$ cat config.mk
export PLATFORM = sky130hd
export DESIGN_NAME = ratchet_step_gate_timer_core_flat
export DESIGN_NICKNAME = d
export VERILOG_FILES = /design/src/design/rsg_pkg.sv /design/src/design/rsg_if.sv /design/src/design/rsg_div.sv /design/src/design/ratchet_step_gate_timer_core.sv /design/src/flat_wrapper.sv
export SDC_FILE = /design/constraint.sdc
export NUM_CORES = 2
export LEC_CHECK = 0
export BUFFER_PORTS_ARGS = -buffer_cell sky130_fd_sc_hd__buf_2
export CORE_UTILIZATION = 45
export CTS_BUF_LIST = sky130_fd_sc_hd__clkbuf_4
export DETAILED_ROUTE_END_ITERATION = 8
export SLEW_MARGIN = 40
export SYNTH_ARGS = -nofsm -noshare
export SYNTH_HDL_FRONTEND = slang
export SYNTH_SLANG_ARGS = --single-unit
$ cat constraint.sdc
create_clock -name clock -period 10.75 [get_ports clock]
set_input_delay 1.6125 -clock clock [delete_from_list [all_inputs] [get_ports clock]]
set_output_delay 1.6125 -clock clock [all_outputs]
set_load 0.05 [all_outputs]
$ cat src/design/rsg_pkg.sv
`timescale 1ns / 1ps
// ----------------------------------------------------------------------------
// Ratchet step gate timer package
// Shared widths, register indexes, sequencer states, types and a helper function.
// ----------------------------------------------------------------------------
package rsg_pkg;

   localparam int TICK_W      = 26;
   localparam int TEMPO_W     = 17;
   localparam int STEP_LEN_W  = 18;
   localparam int Q16_W       = 17;
   localparam int Q16_FRAC    = 16;
   localparam int RETRIG_W    = 7;
   localparam int DEN_W       = 24;
   localparam int CSR_IDX_W   = 3;
   localparam int CSR_DATA_W  = 18;
   localparam int BUTTON_N    = 6;
   localparam int TEMPO_SCALE = 100;
   localparam int SECONDS_PER_MINUTE = 60;

   localparam logic [TICK_W-1:0]   STEP_MAX     = {TICK_W{1'b1}};
   localparam logic [Q16_W-1:0]    FULL_Q16     = 17'h10000;
   localparam logic [TEMPO_W-1:0]  TEMPO_MIN    = 17'd100;
   localparam logic [RETRIG_W-1:0] RETRIG_MAX   = 7'd64;
   localparam logic [13:0]         GATE_HIGH_MV = 14'd10000;

   typedef enum logic [CSR_IDX_W-1:0] {
      CSR_TEMPO,
      CSR_STEP_LEN,
      CSR_GATE_LEN,
      CSR_RETRIG_COUNT,
      CSR_RETRIG_DIST,
      CSR_RETRIG_OFFSET,
      CSR_STEP_PROB,
      CSR_ALT_PROB
   } rsg_csr_index_type;

   typedef enum logic [3:0] {
      ST_IDLE,
      ST_NUM,
      ST_SCHK,
      ST_SDIV,
      ST_TICK,
      ST_MUL,
      ST_RCHK,
      ST_RDIV,
      ST_DONE
   } rsg_state_type;

   typedef enum logic [1:0] {
      FRAC_GATE,
      FRAC_DIST,
      FRAC_OFFSET
   } rsg_frac_type;

   typedef struct packed {
      logic busy;
      logic done;
   } rsg_div_sts_type;

   function automatic logic [Q16_W-1:0] clamp_q16(input logic [Q16_W-1:0] v);
      return (v > FULL_Q16) ? FULL_Q16 : v;
   endfunction

endpackage

$ cat src/design/rsg_if.sv
`timescale 1ns / 1ps
// ----------------------------------------------------------------------------
// Ratchet step gate timer channels
// Valid/ready channels for the per-tick request and the per-tick response.
// ----------------------------------------------------------------------------
interface rsg_req_if;
   logic               valid;
   logic               ready;
   logic               start_button;
   logic               activate_gate;
   logic               inhibit_gate;
   logic               cv_stack_button;
   logic               gate_stack_button;
   logic               mute_button;
   logic signed [14:0] gate_bridge_in;
   logic signed [14:0] cv_bridge_in;
   logic signed [15:0] cv_control_in;
   logic        [15:0] random_play;
   logic        [15:0] random_alt;

   modport source (
      output valid, start_button, activate_gate, inhibit_gate, cv_stack_button,
      output gate_stack_button, mute_button, gate_bridge_in, cv_bridge_in,
      output cv_control_in, random_play, random_alt,
      input  ready
   );

   modport sink (
      input  valid, start_button, activate_gate, inhibit_gate, cv_stack_button,
      input  gate_stack_button, mute_button, gate_bridge_in, cv_bridge_in,
      input  cv_control_in, random_play, random_alt,
      output ready
   );
endinterface

interface rsg_rsp_if;
   logic               valid;
   logic               ready;
   logic               end_pulse;
   logic               alt_end_pulse;
   logic        [13:0] gate_out_mv;
   logic signed [14:0] cv_out_mv;
   logic               step_armed;

   modport source (
      output valid, end_pulse, alt_end_pulse, gate_out_mv, cv_out_mv, step_armed,
      input  ready
   );

   modport sink (
      input  valid, end_pulse, alt_end_pulse, gate_out_mv, cv_out_mv, step_armed,
      output ready
   );
endinterface

$ cat src/design/rsg_div.sv
`timescale 1ns / 1ps
// ----------------------------------------------------------------------------
// Ratchet step gate timer divider
// Restoring divider giving one quotient bit per cycle from a shifted divisor.
// ----------------------------------------------------------------------------
module rsg_div import rsg_pkg::*; #(
   parameter int DVD_W = 42,
   parameter int DSR_W = 26,
   parameter int QUO_W = 26
) (
   input  logic             clock,
   input  logic             reset,
   input  logic             start,
   input  logic [DVD_W-1:0] dividend,
   input  logic [DSR_W-1:0] divisor,
   output rsg_div_sts_type  sts,
   output logic [QUO_W-1:0] quotient,
   output logic [DVD_W-1:0] remainder
);

   localparam int SH_W  = DSR_W + QUO_W - 1;
   localparam int CMP_W = (DVD_W > SH_W) ? DVD_W : SH_W;
   localparam int CNT_W = $clog2(QUO_W + 1);

   logic [DVD_W-1:0] rem_ff;
   logic [SH_W-1:0]  dsh_ff;
   logic [QUO_W-1:0] quo_ff;
   logic [CNT_W-1:0] cnt_ff;
   logic             done_ff;
   logic             ge_w;
   logic [CMP_W-1:0] sub_w;

   assign ge_w  = CMP_W'(rem_ff) >= CMP_W'(dsh_ff);
   assign sub_w = CMP_W'(rem_ff) - CMP_W'(dsh_ff);

   always_ff @(posedge clock) begin
      if (reset) begin
         cnt_ff  <= '0;
         done_ff <= 1'b0;
      end else begin
         done_ff <= 1'b0;
         if (start) begin
            cnt_ff <= CNT_W'(QUO_W);
         end else if (cnt_ff != '0) begin
            cnt_ff  <= cnt_ff - CNT_W'(1);
            done_ff <= (cnt_ff == CNT_W'(1));
         end
      end
   end

   always_ff @(posedge clock) begin
      if (start) begin
         rem_ff <= dividend;
         dsh_ff <= SH_W'(divisor) << (QUO_W - 1);
         quo_ff <= '0;
      end else if (cnt_ff != '0) begin
         if (ge_w) begin
            rem_ff <= sub_w[DVD_W-1:0];
         end
         quo_ff <= {quo_ff[QUO_W-2:0], ge_w};
         dsh_ff <= dsh_ff >> 1;
      end
   end

   assign sts.busy  = (cnt_ff != '0);
   assign sts.done  = done_ff;
   assign quotient  = quo_ff;
   assign remainder = rem_ff;

endmodule

$ cat src/design/ratchet_step_gate_timer_core.sv
`timescale 1ns / 1ps
// ----------------------------------------------------------------------------
// Ratchet step gate timer core
// Per-sample step timer with ratcheted gates, probability and bridge pass-through.
// ----------------------------------------------------------------------------
// One request transaction is one sample tick and yields exactly one response
// transaction. The block takes one tick at a time. A tick with no step armed,
// or the tick that ends a step, goes straight to its response. A tick inside a
// running step first uses the shared multiplier for gate length, spacing and
// offset, then, once past the offset, the bit-serial divider that finds the
// current gate within the burst. The tick that arms a step first works out the
// step length in ticks on the multiplier and, unless it saturates, that same
// divider. The block waits further only while a response waits to be taken.
module ratchet_step_gate_timer_core import rsg_pkg::*; #(
   parameter int SAMPLE_RATE = 48000
) (
   input  logic                  clock,
   input  logic                  reset,
   rsg_req_if.sink               req_ch,
   rsg_rsp_if.source             rsp_ch,
   input  logic                  csr_we,
   input  logic [CSR_IDX_W-1:0]  csr_index,
   input  logic [CSR_DATA_W-1:0] csr_wdata
);

   localparam int SR60    = SAMPLE_RATE * SECONDS_PER_MINUTE;
   localparam int SR60_W  = $clog2(SR60 + 1);
   localparam int NUM_W   = STEP_LEN_W + SR60_W;
   localparam int MUL_A_W = TICK_W;
   localparam int MUL_B_W = (SR60_W > Q16_W) ? SR60_W : Q16_W;
   localparam int PROD_W  = MUL_A_W + MUL_B_W;
   localparam int DVD_W   = (NUM_W > TICK_W) ? NUM_W : TICK_W;
   localparam int OVF_W   = (NUM_W > DEN_W + TICK_W) ? NUM_W : DEN_W + TICK_W;

   // Configuration registers
   logic [TEMPO_W-1:0]    tempo_ff;
   logic [STEP_LEN_W-1:0] step_len_ff;
   logic [Q16_W-1:0]      gate_len_ff;
   logic [RETRIG_W-1:0]   retrig_count_ff;
   logic [Q16_W-1:0]      retrig_dist_ff;
   logic [Q16_W-1:0]      retrig_offset_ff;
   logic [Q16_W-1:0]      step_prob_ff;
   logic [Q16_W-1:0]      alt_prob_ff;

   // Control state
   rsg_state_type         state_ff;
   rsg_state_type         state_in;
   rsg_frac_type          mul_sel_ff;
   logic [BUTTON_N-1:0]   prev_lv_ff;
   logic                  armed_ff;
   logic                  play_ff;
   logic                  alt_ff;
   logic                  cv_stack_ff;
   logic                  gate_stack_ff;
   logic                  mute_ff;
   logic [TICK_W-1:0]     ticks_left_ff;
   logic [TICK_W-1:0]     elapsed_ff;
   logic [TICK_W-1:0]     step_ticks_ff;
   logic                  before_ff;
   logic                  rsp_valid_ff;

   // Working registers
   logic signed [14:0]    in_gb_ff;
   logic signed [14:0]    in_cvb_ff;
   logic signed [15:0]    in_cvc_ff;
   logic [NUM_W-1:0]      num_ff;
   logic [DEN_W-1:0]      den_ff;
   logic [TICK_W-1:0]     gt_ff;
   logic [TICK_W-1:0]     dist_ff;
   logic [TICK_W-1:0]     off_ff;
   logic [TICK_W-1:0]     m_ff;
   logic [TICK_W-1:0]     r_ff;
   logic                  rsp_end_ff;
   logic                  rsp_alt_ff;
   logic [13:0]           rsp_gate_ff;
   logic signed [14:0]    rsp_cv_ff;
   logic                  rsp_armed_ff;

   // Combinational signals
   logic [BUTTON_N-1:0]   lv_w;
   logic [BUTTON_N-1:0]   rise_w;
   logic                  req_acc_w;
   logic                  arm_now_w;
   logic                  armed_next_w;
   logic                  play_w;
   logic                  alt_w;
   logic [TEMPO_W-1:0]    tempo_c_w;
   logic [Q16_W-1:0]      frac_q_w;
   logic [MUL_A_W-1:0]    mul_a_w;
   logic [MUL_B_W-1:0]    mul_b_w;
   logic [PROD_W-1:0]     mul_p_w;
   logic [TICK_W-1:0]     frac_w;
   logic                  ovf_w;
   logic                  before_w;
   logic [TICK_W-1:0]     diff_w;
   logic [DVD_W-1:0]      div_dvd_w;
   logic [TICK_W-1:0]     div_dsr_w;
   logic [TICK_W-1:0]     div_quo_w;
   logic [DVD_W-1:0]      div_rem_w;
   rsg_div_sts_type       div_sts;
   logic                  div_start_w;
   logic                  req_ready_w;
   logic                  rsp_load_w;
   logic                  out_free_w;
   logic [RETRIG_W-1:0]   ntr_w;
   logic                  gate_on_w;
   logic [13:0]           gb_clamp_w;
   logic signed [16:0]    cv_sum_w;
   logic signed [14:0]    cv_clamp_w;
   logic                  end_kind_w;
   logic                  res_end_w;
   logic                  res_alt_w;
   logic [13:0]           res_gate_w;
   logic signed [14:0]    res_cv_w;
   logic                  res_armed_w;

   assign lv_w = {req_ch.mute_button, req_ch.gate_stack_button, req_ch.cv_stack_button,
                  req_ch.inhibit_gate, req_ch.activate_gate, req_ch.start_button};
   assign rise_w       = lv_w & ~prev_lv_ff;
   assign req_acc_w    = req_ch.valid && req_ch.ready;
   assign arm_now_w    = (|rise_w[1:0]) && !armed_ff;
   assign armed_next_w = (armed_ff || (|rise_w[1:0])) && !rise_w[2];
   assign play_w = ({2'b00, req_ch.random_play} + {1'b0, step_prob_ff}) >= {1'b0, FULL_Q16};
   assign alt_w  = ({2'b00, req_ch.random_alt} + {1'b0, alt_prob_ff}) > {1'b0, FULL_Q16};

   assign tempo_c_w = (tempo_ff < TEMPO_MIN) ? TEMPO_MIN : tempo_ff;

   always_comb begin
      case (mul_sel_ff)
         FRAC_GATE:   frac_q_w = clamp_q16(gate_len_ff);
         FRAC_DIST:   frac_q_w = clamp_q16(retrig_dist_ff);
         FRAC_OFFSET: frac_q_w = clamp_q16(retrig_offset_ff);
         default:     frac_q_w = '0;
      endcase
   end

   // Shared multiplier: step numerator on arming, step fractions on each tick of a running step.
   assign mul_a_w = (state_ff == ST_NUM) ? MUL_A_W'(step_len_ff) : step_ticks_ff;
   assign mul_b_w = (state_ff == ST_NUM) ? MUL_B_W'(SR60) : MUL_B_W'(frac_q_w);
   assign mul_p_w = PROD_W'(mul_a_w) * PROD_W'(mul_b_w);
   assign frac_w  = mul_p_w[TICK_W+Q16_FRAC-1:Q16_FRAC];

   assign ovf_w    = OVF_W'(num_ff) >= OVF_W'({den_ff, {TICK_W{1'b0}}});
   assign before_w = elapsed_ff < off_ff;
   assign diff_w   = elapsed_ff - off_ff;

   assign div_dvd_w = (state_ff == ST_SCHK) ? DVD_W'(num_ff) : DVD_W'(diff_w);
   assign div_dsr_w = (state_ff == ST_SCHK) ? TICK_W'(den_ff) : dist_ff;

   rsg_div #(
      .DVD_W (DVD_W),
      .DSR_W (TICK_W),
      .QUO_W (TICK_W)
   ) u_div (
      .clock     (clock),
      .reset     (reset),
      .start     (div_start_w),
      .dividend  (div_dvd_w),
      .divisor   (div_dsr_w),
      .sts       (div_sts),
      .quotient  (div_quo_w),
      .remainder (div_rem_w)
   );

   assign out_free_w = !rsp_valid_ff || rsp_ch.ready;

   // Sequencer next state
   always_comb begin
      state_in = state_ff;
      case (state_ff)
         ST_IDLE: begin
            if (req_acc_w) begin
               state_in = (arm_now_w && !rise_w[2]) ? ST_NUM : ST_TICK;
            end
         end
         ST_NUM:  state_in = ST_SCHK;
         ST_SCHK: state_in = ovf_w ? ST_TICK : ST_SDIV;
         ST_SDIV: begin
            if (div_sts.done) begin
               state_in = ST_TICK;
            end
         end
         ST_TICK: begin
            state_in = (armed_ff && ticks_left_ff != '0) ? ST_MUL : ST_DONE;
         end
         ST_MUL: begin
            if (mul_sel_ff == FRAC_OFFSET) begin
               state_in = ST_RCHK;
            end
         end
         ST_RCHK: state_in = div_start_w ? ST_RDIV : ST_DONE;
         ST_RDIV: begin
            if (div_sts.done) begin
               state_in = ST_DONE;
            end
         end
         ST_DONE: begin
            if (out_free_w) begin
               state_in = ST_IDLE;
            end
         end
         default: state_in = ST_IDLE;
      endcase
   end

   // Sequencer outputs
   always_comb begin
      req_ready_w = 1'b0;
      div_start_w = 1'b0;
      rsp_load_w  = 1'b0;
      case (state_ff)
         ST_IDLE: req_ready_w = 1'b1;
         ST_SCHK: div_start_w = !ovf_w;
         ST_RCHK: div_start_w = !before_w && (dist_ff != '0);
         ST_DONE: rsp_load_w  = out_free_w;
         default: begin
            req_ready_w = 1'b0;
         end
      endcase
   end

   assign req_ch.ready = req_ready_w;

   // Result of the tick
   assign ntr_w = (retrig_count_ff > RETRIG_MAX) ? RETRIG_MAX : retrig_count_ff;
   assign gate_on_w = play_ff && !before_ff && (m_ff < TICK_W'(ntr_w)) && (r_ff <= gt_ff);

   always_comb begin
      if (in_gb_ff <= 15'sd0) begin
         gb_clamp_w = '0;
      end else if (in_gb_ff > 15'sd10000) begin
         gb_clamp_w = GATE_HIGH_MV;
      end else begin
         gb_clamp_w = in_gb_ff[13:0];
      end
   end

   assign cv_sum_w = 17'(in_cvc_ff) + (cv_stack_ff ? 17'(in_cvb_ff) : 17'sd0);

   always_comb begin
      if (cv_sum_w < 17'sd0) begin
         cv_clamp_w = '0;
      end else if (cv_sum_w > 17'sd10000) begin
         cv_clamp_w = 15'sd10000;
      end else begin
         cv_clamp_w = cv_sum_w[14:0];
      end
   end

   assign end_kind_w = armed_ff && (ticks_left_ff == '0);

   always_comb begin
      res_end_w   = 1'b0;
      res_alt_w   = 1'b0;
      res_gate_w  = gb_clamp_w;
      res_cv_w    = in_cvb_ff;
      res_armed_w = 1'b0;
      if (end_kind_w) begin
         res_end_w  = !alt_ff;
         res_alt_w  = alt_ff;
         res_gate_w = '0;
         res_cv_w   = '0;
      end else if (armed_ff) begin
         res_armed_w = 1'b1;
         res_cv_w    = cv_clamp_w;
         if (gate_on_w) begin
            res_gate_w = mute_ff ? 14'd0 : GATE_HIGH_MV;
         end else begin
            res_gate_w = (gate_stack_ff && !mute_ff) ? gb_clamp_w : 14'd0;
         end
      end
   end

   // Control registers
   always_ff @(posedge clock) begin
      if (reset) begin
         state_ff         <= ST_IDLE;
         mul_sel_ff       <= FRAC_GATE;
         tempo_ff         <= 17'd11700;
         step_len_ff      <= 18'd10000;
         gate_len_ff      <= '0;
         retrig_count_ff  <= 7'd1;
         retrig_dist_ff   <= FULL_Q16;
         retrig_offset_ff <= '0;
         step_prob_ff     <= FULL_Q16;
         alt_prob_ff      <= '0;
         prev_lv_ff       <= '1;
         armed_ff         <= 1'b0;
         play_ff          <= 1'b0;
         alt_ff           <= 1'b0;
         cv_stack_ff      <= 1'b0;
         gate_stack_ff    <= 1'b0;
         mute_ff          <= 1'b0;
         ticks_left_ff    <= '0;
         elapsed_ff       <= '0;
         step_ticks_ff    <= '0;
         before_ff        <= 1'b0;
         rsp_valid_ff     <= 1'b0;
      end else begin
         state_ff <= state_in;

         if (csr_we) begin
            case (rsg_csr_index_type'(csr_index))
               CSR_TEMPO:         tempo_ff         <= csr_wdata[TEMPO_W-1:0];
               CSR_STEP_LEN:      step_len_ff      <= csr_wdata[STEP_LEN_W-1:0];
               CSR_GATE_LEN:      gate_len_ff      <= csr_wdata[Q16_W-1:0];
               CSR_RETRIG_COUNT:  retrig_count_ff  <= csr_wdata[RETRIG_W-1:0];
               CSR_RETRIG_DIST:   retrig_dist_ff   <= csr_wdata[Q16_W-1:0];
               CSR_RETRIG_OFFSET: retrig_offset_ff <= csr_wdata[Q16_W-1:0];
               CSR_STEP_PROB:     step_prob_ff     <= csr_wdata[Q16_W-1:0];
               CSR_ALT_PROB:      alt_prob_ff      <= csr_wdata[Q16_W-1:0];
               default: begin
                  tempo_ff <= tempo_ff;
               end
            endcase
         end

         if (req_acc_w) begin
            prev_lv_ff <= lv_w;
            armed_ff   <= armed_next_w;
            if (arm_now_w) begin
               elapsed_ff <= '0;
               play_ff    <= play_w;
               alt_ff     <= alt_w;
            end
            if (rise_w[3]) begin
               cv_stack_ff <= !cv_stack_ff;
            end
            if (rise_w[4]) begin
               gate_stack_ff <= !gate_stack_ff;
            end
            if (rise_w[5]) begin
               mute_ff <= !mute_ff;
            end
         end

         if (state_ff == ST_SCHK && ovf_w) begin
            step_ticks_ff <= STEP_MAX;
            ticks_left_ff <= STEP_MAX;
         end
         if (state_ff == ST_SDIV && div_sts.done) begin
            step_ticks_ff <= div_quo_w;
            ticks_left_ff <= div_quo_w;
         end

         if (state_ff == ST_TICK) begin
            mul_sel_ff <= FRAC_GATE;
         end
         if (state_ff == ST_MUL) begin
            case (mul_sel_ff)
               FRAC_GATE:   mul_sel_ff <= FRAC_DIST;
               FRAC_DIST:   mul_sel_ff <= FRAC_OFFSET;
               default:     mul_sel_ff <= FRAC_GATE;
            endcase
         end
         if (state_ff == ST_RCHK) begin
            before_ff <= before_w;
         end

         if (rsp_load_w) begin
            rsp_valid_ff <= 1'b1;
            if (end_kind_w) begin
               armed_ff <= 1'b0;
            end else if (armed_ff) begin
               ticks_left_ff <= ticks_left_ff - TICK_W'(1);
               elapsed_ff    <= elapsed_ff + TICK_W'(1);
            end
         end else if (rsp_ch.ready) begin
            rsp_valid_ff <= 1'b0;
         end
      end
   end

   // Working and payload registers
   always_ff @(posedge clock) begin
      if (req_acc_w) begin
         in_gb_ff  <= req_ch.gate_bridge_in;
         in_cvb_ff <= req_ch.cv_bridge_in;
         in_cvc_ff <= req_ch.cv_control_in;
      end
      if (state_ff == ST_NUM) begin
         num_ff <= mul_p_w[NUM_W-1:0];
         den_ff <= DEN_W'(tempo_c_w) * DEN_W'(TEMPO_SCALE);
      end
      if (state_ff == ST_MUL) begin
         case (mul_sel_ff)
            FRAC_GATE:   gt_ff   <= frac_w;
            FRAC_DIST:   dist_ff <= frac_w;
            FRAC_OFFSET: off_ff  <= frac_w;
            default: begin
               gt_ff <= gt_ff;
            end
         endcase
      end
      if (state_ff == ST_RCHK) begin
         m_ff <= '0;
         r_ff <= diff_w;
      end
      if (state_ff == ST_RDIV && div_sts.done) begin
         m_ff <= div_quo_w;
         r_ff <= div_rem_w[TICK_W-1:0];
      end
      if (rsp_load_w) begin
         rsp_end_ff   <= res_end_w;
         rsp_alt_ff   <= res_alt_w;
         rsp_gate_ff  <= res_gate_w;
         rsp_cv_ff    <= res_cv_w;
         rsp_armed_ff <= res_armed_w;
      end
   end

   assign rsp_ch.valid         = rsp_valid_ff;
   assign rsp_ch.end_pulse     = rsp_end_ff;
   assign rsp_ch.alt_end_pulse = rsp_alt_ff;
   assign rsp_ch.gate_out_mv   = rsp_gate_ff;
   assign rsp_ch.cv_out_mv     = rsp_cv_ff;
   assign rsp_ch.step_armed    = rsp_armed_ff;

   // While a step runs, the remaining and elapsed tick counts add up to its length.
   a_tick_balance: assert property (@(posedge clock) disable iff (reset)
      (state_ff == ST_IDLE && armed_ff) |->
         ({1'b0, ticks_left_ff} + {1'b0, elapsed_ff}) == {1'b0, step_ticks_ff})
      else $error("tick counters out of balance with the step length");

   // The divider is only started when it is free.
   a_div_free: assert property (@(posedge clock) disable iff (reset)
      div_start_w |-> !div_sts.busy)
      else $error("divider started while busy");

   // A divider result only appears while the sequencer waits for it.
   a_div_done: assert property (@(posedge clock) disable iff (reset)
      div_sts.done |-> (state_ff == ST_SDIV || state_ff == ST_RDIV))
      else $error("divider result not awaited");

   // A response carrying an end pulse never reports the step as still armed.
   a_end_disarms: assert property (@(posedge clock) disable iff (reset)
      (rsp_load_w && (res_end_w || res_alt_w)) |=> !armed_ff && !rsp_ch.step_armed)
      else $error("end pulse issued while the step stays armed");

endmodule

$ cat src/flat_wrapper.sv
// flat-port wrapper written by rule: the top's interface ports become plain ports
module ratchet_step_gate_timer_core_flat import rsg_pkg::*;
#(
   parameter int SAMPLE_RATE = 48000
)
  (clock, reset, csr_we, csr_index, csr_wdata, req_ch_valid, req_ch_start_button, req_ch_activate_gate, req_ch_inhibit_gate, req_ch_cv_stack_button, req_ch_gate_stack_button, req_ch_mute_button, req_ch_gate_bridge_in, req_ch_cv_bridge_in, req_ch_cv_control_in, req_ch_random_play, req_ch_random_alt, req_ch_ready, rsp_ch_valid, rsp_ch_end_pulse, rsp_ch_alt_end_pulse, rsp_ch_gate_out_mv, rsp_ch_cv_out_mv, rsp_ch_step_armed, rsp_ch_ready);
  rsg_req_if req_ch_i ();
  rsg_rsp_if rsp_ch_i ();
  input  logic clock;
  input  logic reset;
  input  logic csr_we;
  input  logic [CSR_IDX_W-1:0] csr_index;
  input  logic [CSR_DATA_W-1:0] csr_wdata;
  input wire logic [$bits(req_ch_i.valid)-1:0] req_ch_valid;
  input wire logic [$bits(req_ch_i.start_button)-1:0] req_ch_start_button;
  input wire logic [$bits(req_ch_i.activate_gate)-1:0] req_ch_activate_gate;
  input wire logic [$bits(req_ch_i.inhibit_gate)-1:0] req_ch_inhibit_gate;
  input wire logic [$bits(req_ch_i.cv_stack_button)-1:0] req_ch_cv_stack_button;
  input wire logic [$bits(req_ch_i.gate_stack_button)-1:0] req_ch_gate_stack_button;
  input wire logic [$bits(req_ch_i.mute_button)-1:0] req_ch_mute_button;
  input wire logic [$bits(req_ch_i.gate_bridge_in)-1:0] req_ch_gate_bridge_in;
  input wire logic [$bits(req_ch_i.cv_bridge_in)-1:0] req_ch_cv_bridge_in;
  input wire logic [$bits(req_ch_i.cv_control_in)-1:0] req_ch_cv_control_in;
  input wire logic [$bits(req_ch_i.random_play)-1:0] req_ch_random_play;
  input wire logic [$bits(req_ch_i.random_alt)-1:0] req_ch_random_alt;
  output wire logic [$bits(req_ch_i.ready)-1:0] req_ch_ready;
  output wire logic [$bits(rsp_ch_i.valid)-1:0] rsp_ch_valid;
  output wire logic [$bits(rsp_ch_i.end_pulse)-1:0] rsp_ch_end_pulse;
  output wire logic [$bits(rsp_ch_i.alt_end_pulse)-1:0] rsp_ch_alt_end_pulse;
  output wire logic [$bits(rsp_ch_i.gate_out_mv)-1:0] rsp_ch_gate_out_mv;
  output wire logic [$bits(rsp_ch_i.cv_out_mv)-1:0] rsp_ch_cv_out_mv;
  output wire logic [$bits(rsp_ch_i.step_armed)-1:0] rsp_ch_step_armed;
  input wire logic [$bits(rsp_ch_i.ready)-1:0] rsp_ch_ready;
  assign req_ch_i.valid = req_ch_valid;
  assign req_ch_i.start_button = req_ch_start_button;
  assign req_ch_i.activate_gate = req_ch_activate_gate;
  assign req_ch_i.inhibit_gate = req_ch_inhibit_gate;
  assign req_ch_i.cv_stack_button = req_ch_cv_stack_button;
  assign req_ch_i.gate_stack_button = req_ch_gate_stack_button;
  assign req_ch_i.mute_button = req_ch_mute_button;
  assign req_ch_i.gate_bridge_in = req_ch_gate_bridge_in;
  assign req_ch_i.cv_bridge_in = req_ch_cv_bridge_in;
  assign req_ch_i.cv_control_in = req_ch_cv_control_in;
  assign req_ch_i.random_play = req_ch_random_play;
  assign req_ch_i.random_alt = req_ch_random_alt;
  assign req_ch_ready = req_ch_i.ready;
  assign rsp_ch_valid = rsp_ch_i.valid;
  assign rsp_ch_end_pulse = rsp_ch_i.end_pulse;
  assign rsp_ch_alt_end_pulse = rsp_ch_i.alt_end_pulse;
  assign rsp_ch_gate_out_mv = rsp_ch_i.gate_out_mv;
  assign rsp_ch_cv_out_mv = rsp_ch_i.cv_out_mv;
  assign rsp_ch_step_armed = rsp_ch_i.step_armed;
  assign rsp_ch_i.ready = rsp_ch_ready;
  ratchet_step_gate_timer_core #(.SAMPLE_RATE(SAMPLE_RATE)) u_core (.clock(clock), .reset(reset), .req_ch(req_ch_i), .rsp_ch(rsp_ch_i), .csr_we(csr_we), .csr_index(csr_index), .csr_wdata(csr_wdata));
endmodule
==> impl_metrics.ini <==
[timing]
fin_crit_sh = 0.907
whs_ns = 0.447
fin_ws_ns = 0.999
final.setup.tns_ns = 0
max-slew-margin-rel = 0.347
setup_viol = 0
worstMarginPinSlew_ns = 0.975
fin_worst_skew_ns = 0.122
slew_viol_final = 0
hold_viol = 0
period_needed_ns = 9.75
rsz0062_at_grt = no
max_freq_mhz = 103

[pwr]
irDropWorstVdd_uv = 105
p_per_area_nw_per_um2 = 164
finalPower_mw = 8.88
p_leak_nw = 23.8

[synthesis]
synth_top_area_frac = 0.205
netlist_instances = 5418
synth-warning-count = 0
synth_ff_type = edfxtp_1
synth_edf_count = 336
synth-seq-area-share = 0.319
synthTopCellsByCount = nand2_1 (858), inv_1 (759), fa_1 (436)
ys_types = 90
ys_ff_latch = 618
ys_async_sr_fraction = 0
synth_top_area_cell = edfxtp_1
yosys-top-cells-area = edfxtp_1 (20%), fa_1 (18%), dfxtp_1 (11%)
synth.avg_cell_area_um2 = 9.10
syn_area_um2 = 49300
synth.most_common_cell = nand2_1

[floorplanning]
placeableCoreArea_um2 = 109000
dieArea_um2 = 111000
fp.dieH_um = 333
num_rows = 121
dieWidth_um = 333
design.portCount = 144
start_util = 0.453

[routing]
wl_per_cell_um = 20.7
postRouteAntennaNets = 0
via_per_inst = 5.45
vias = 39070
drtIter0Drc = 3046
wl_mm = 148
route.detailed.drc = 0
firstDrtPassIters = 6

[hold_path]
min-delay-path-class = reg -> reg
min_from = u_core.alt_ff
holdPathEnd = u_core.rsp_ch.end_pulse
hold_depth = 1

[layout]
nets = 6536
stdcell_count = 7167
regArea_um2 = 15700
drive_gt1_frac = 0.103
stdcell_area_um2 = 54000
utilization = 0.496
area_delta_synth_final_pct = 9.47
multi_input_area_um2 = 30000
fillers = 10414

[outcome]
status = finished clean

[critical_path]
r2r_setup_slack_ns = 1.0
r2r.worst_path.cells = 27
cp.arrival_ns = 10.61
cp.required_ns = 11.61
criticalPathCategory = reg -> reg
r2r_start = u_core.mul_sel_ff[1]
reg2reg_to = u_core.off_ff[22]
cp-start-kind = register
cp_max_fo = 17
crit_path_start = u_core.mul_sel_ff[1]
endpoint_kind = register

[placement]
hpwl_mm = 114
place.gp.congestion = 0.944
dp_cells = 6842
placed_area_um2 = 51700
pre_cts_ws_ns = 0.975
port_buffers = 143

[clock_tree]
cts_setup_buffers = 0
cts.sinks = 618
clkLatencyLatePin_ns = 1.15
cts_made_buffers = 172
cts-htree-levels = 4
cts_tree = done
cts_root_buf = clkbuf_4
path_clk_slew_ns = 0.07
hold_buffers = 0
clk_path_buf_depth = 3
cts_resized = 0

[grt]
grt_pass1_vias = 38964
track_usage = 0.270
antenna_found_initial = 4
grt_pass1_wl_mm = 229
grt_max_degree = 90
overflow = 0

[job]
cap_violations = 0
[layout make-up]
| type | count | share of cell area |
|---|---|---|
| multi-input cells | 3830 | 0.556 |
| flip-flops and latches | 618 | 0.292 |
| inverters | 760 | 0.0529 |
| clock buffers | 254 | 0.0353 |
| well taps | 1414 | 0.0328 |
| repair buffers | 220 | 0.0247 |
| clock inverters | 66 | 0.00624 |
| diodes | 5 | 0.000232 |
[worst max path at each step]
stage	end	slack [ns]	depth (start not counted)
after global placement	u_core.gt_ff[21]	1.14	26
after detailed placement	u_core.gt_ff[21]	0.98	26
after CTS	u_core.num_ff[37]	0.95	26
after floorplan	u_core.dist_ff[22]	2.00	28
final	u_core.off_ff[22]	1.0	27
after global routing	u_core.dist_ff[21]	0.46	29
[state kept, by name (all words and copies together), names as in the netlist, 22 cells and up]
signal                  flops
u_core.m_ff                26
u_core.u_div.dsh_ff        51
u_core.u_div.quotient      26
u_core.den_ff              22
u_core.num_ff              40
u_core.r_ff                26
u_core.ticks_left_ff       26
u_core.off_ff              26
u_core.step_ticks_ff       26
u_core.u_div.remainder     40
u_core.elapsed_ff          26
u_core.gt_ff               26
u_core.dist_ff             26
[metal layers]
layer  track usage  share of wire  up-vias
met2         0.424           0.45     1330
li1              -              -    18554
met4         0.106          0.035        2
met5             0       0.000088        -
met1         0.362           0.43    18944
met3        0.0589          0.080      240
[cell families (layout without fill, tap and decap cells)]
logic type                 after synthesis  count (layout)  synth area share
and+or+nand+nor                       1813            1813             0.167
buffers and inverters                  981            1300            0.0757
AOI/OAI and AO/OA                      970             970             0.123
adders and majority gates              824             824             0.276
DFF                                    618             618             0.319
xor gates and xnor gates               122             122            0.0217
muxes                                   89              89            0.0182
other                                    1              17         0.0000761
[where the power goes]
part	internal, mW	switching (mW)
clock	1.12	1.08
sequential	3.03	0.226
combinational	1.16	2.26
[critical path, cell delays in order, from the launching register on]
cell      delay [ns]
dfxtp_1         0.62
nand2b_1        0.31
a21oi_1         0.71
buf_4           0.27
a22oi_1         0.10
and2_1          0.27
nand2_1         0.54
nand2_1         0.17
fa_1            0.56
inv_1           0.05
fa_1            0.53
fa_1            0.45
fa_1            0.53
fa_1            0.53
fa_1            0.58
inv_1           0.06
fa_1            0.53
inv_1           0.04
ha_1            0.35
and3_1          0.24
a221oi_1        0.29
o21ai_0         0.16
a21oi_1         0.16
a21bo_2         0.27
a211oi_1        0.60
o31ai_1         0.15
a21oi_1         0.19
xnor2_1         0.23
[layout by cell type (no fill, tap or decap), types with 24 or more instances in the layout]
cell	count
nand2_1	852
inv_1	758
fa_1	436
ha_1	388
a21oi_1	384
nor2_1	363
edfxtp_1	336
dfxtp_1	281
clkbuf_4	254
o21ai_0	165
buf_2	142
and2_1	95
xnor2_1	90
nand3_1	89
mux2i_1	84
nor3_1	79
a21o_1	78
buf_4	72
and3_1	49
clkinv_1	46
nor4_1	45
o21bai_1	45
a211oi_1	40
o21a_1	35
nor2b_1	34
nand2b_1	33
nand4_1	31
xor2_1	29
nand3b_1	27
a31oi_1	26
or2_2	25
or3_1	24
(Power assumes the default switching activity.)
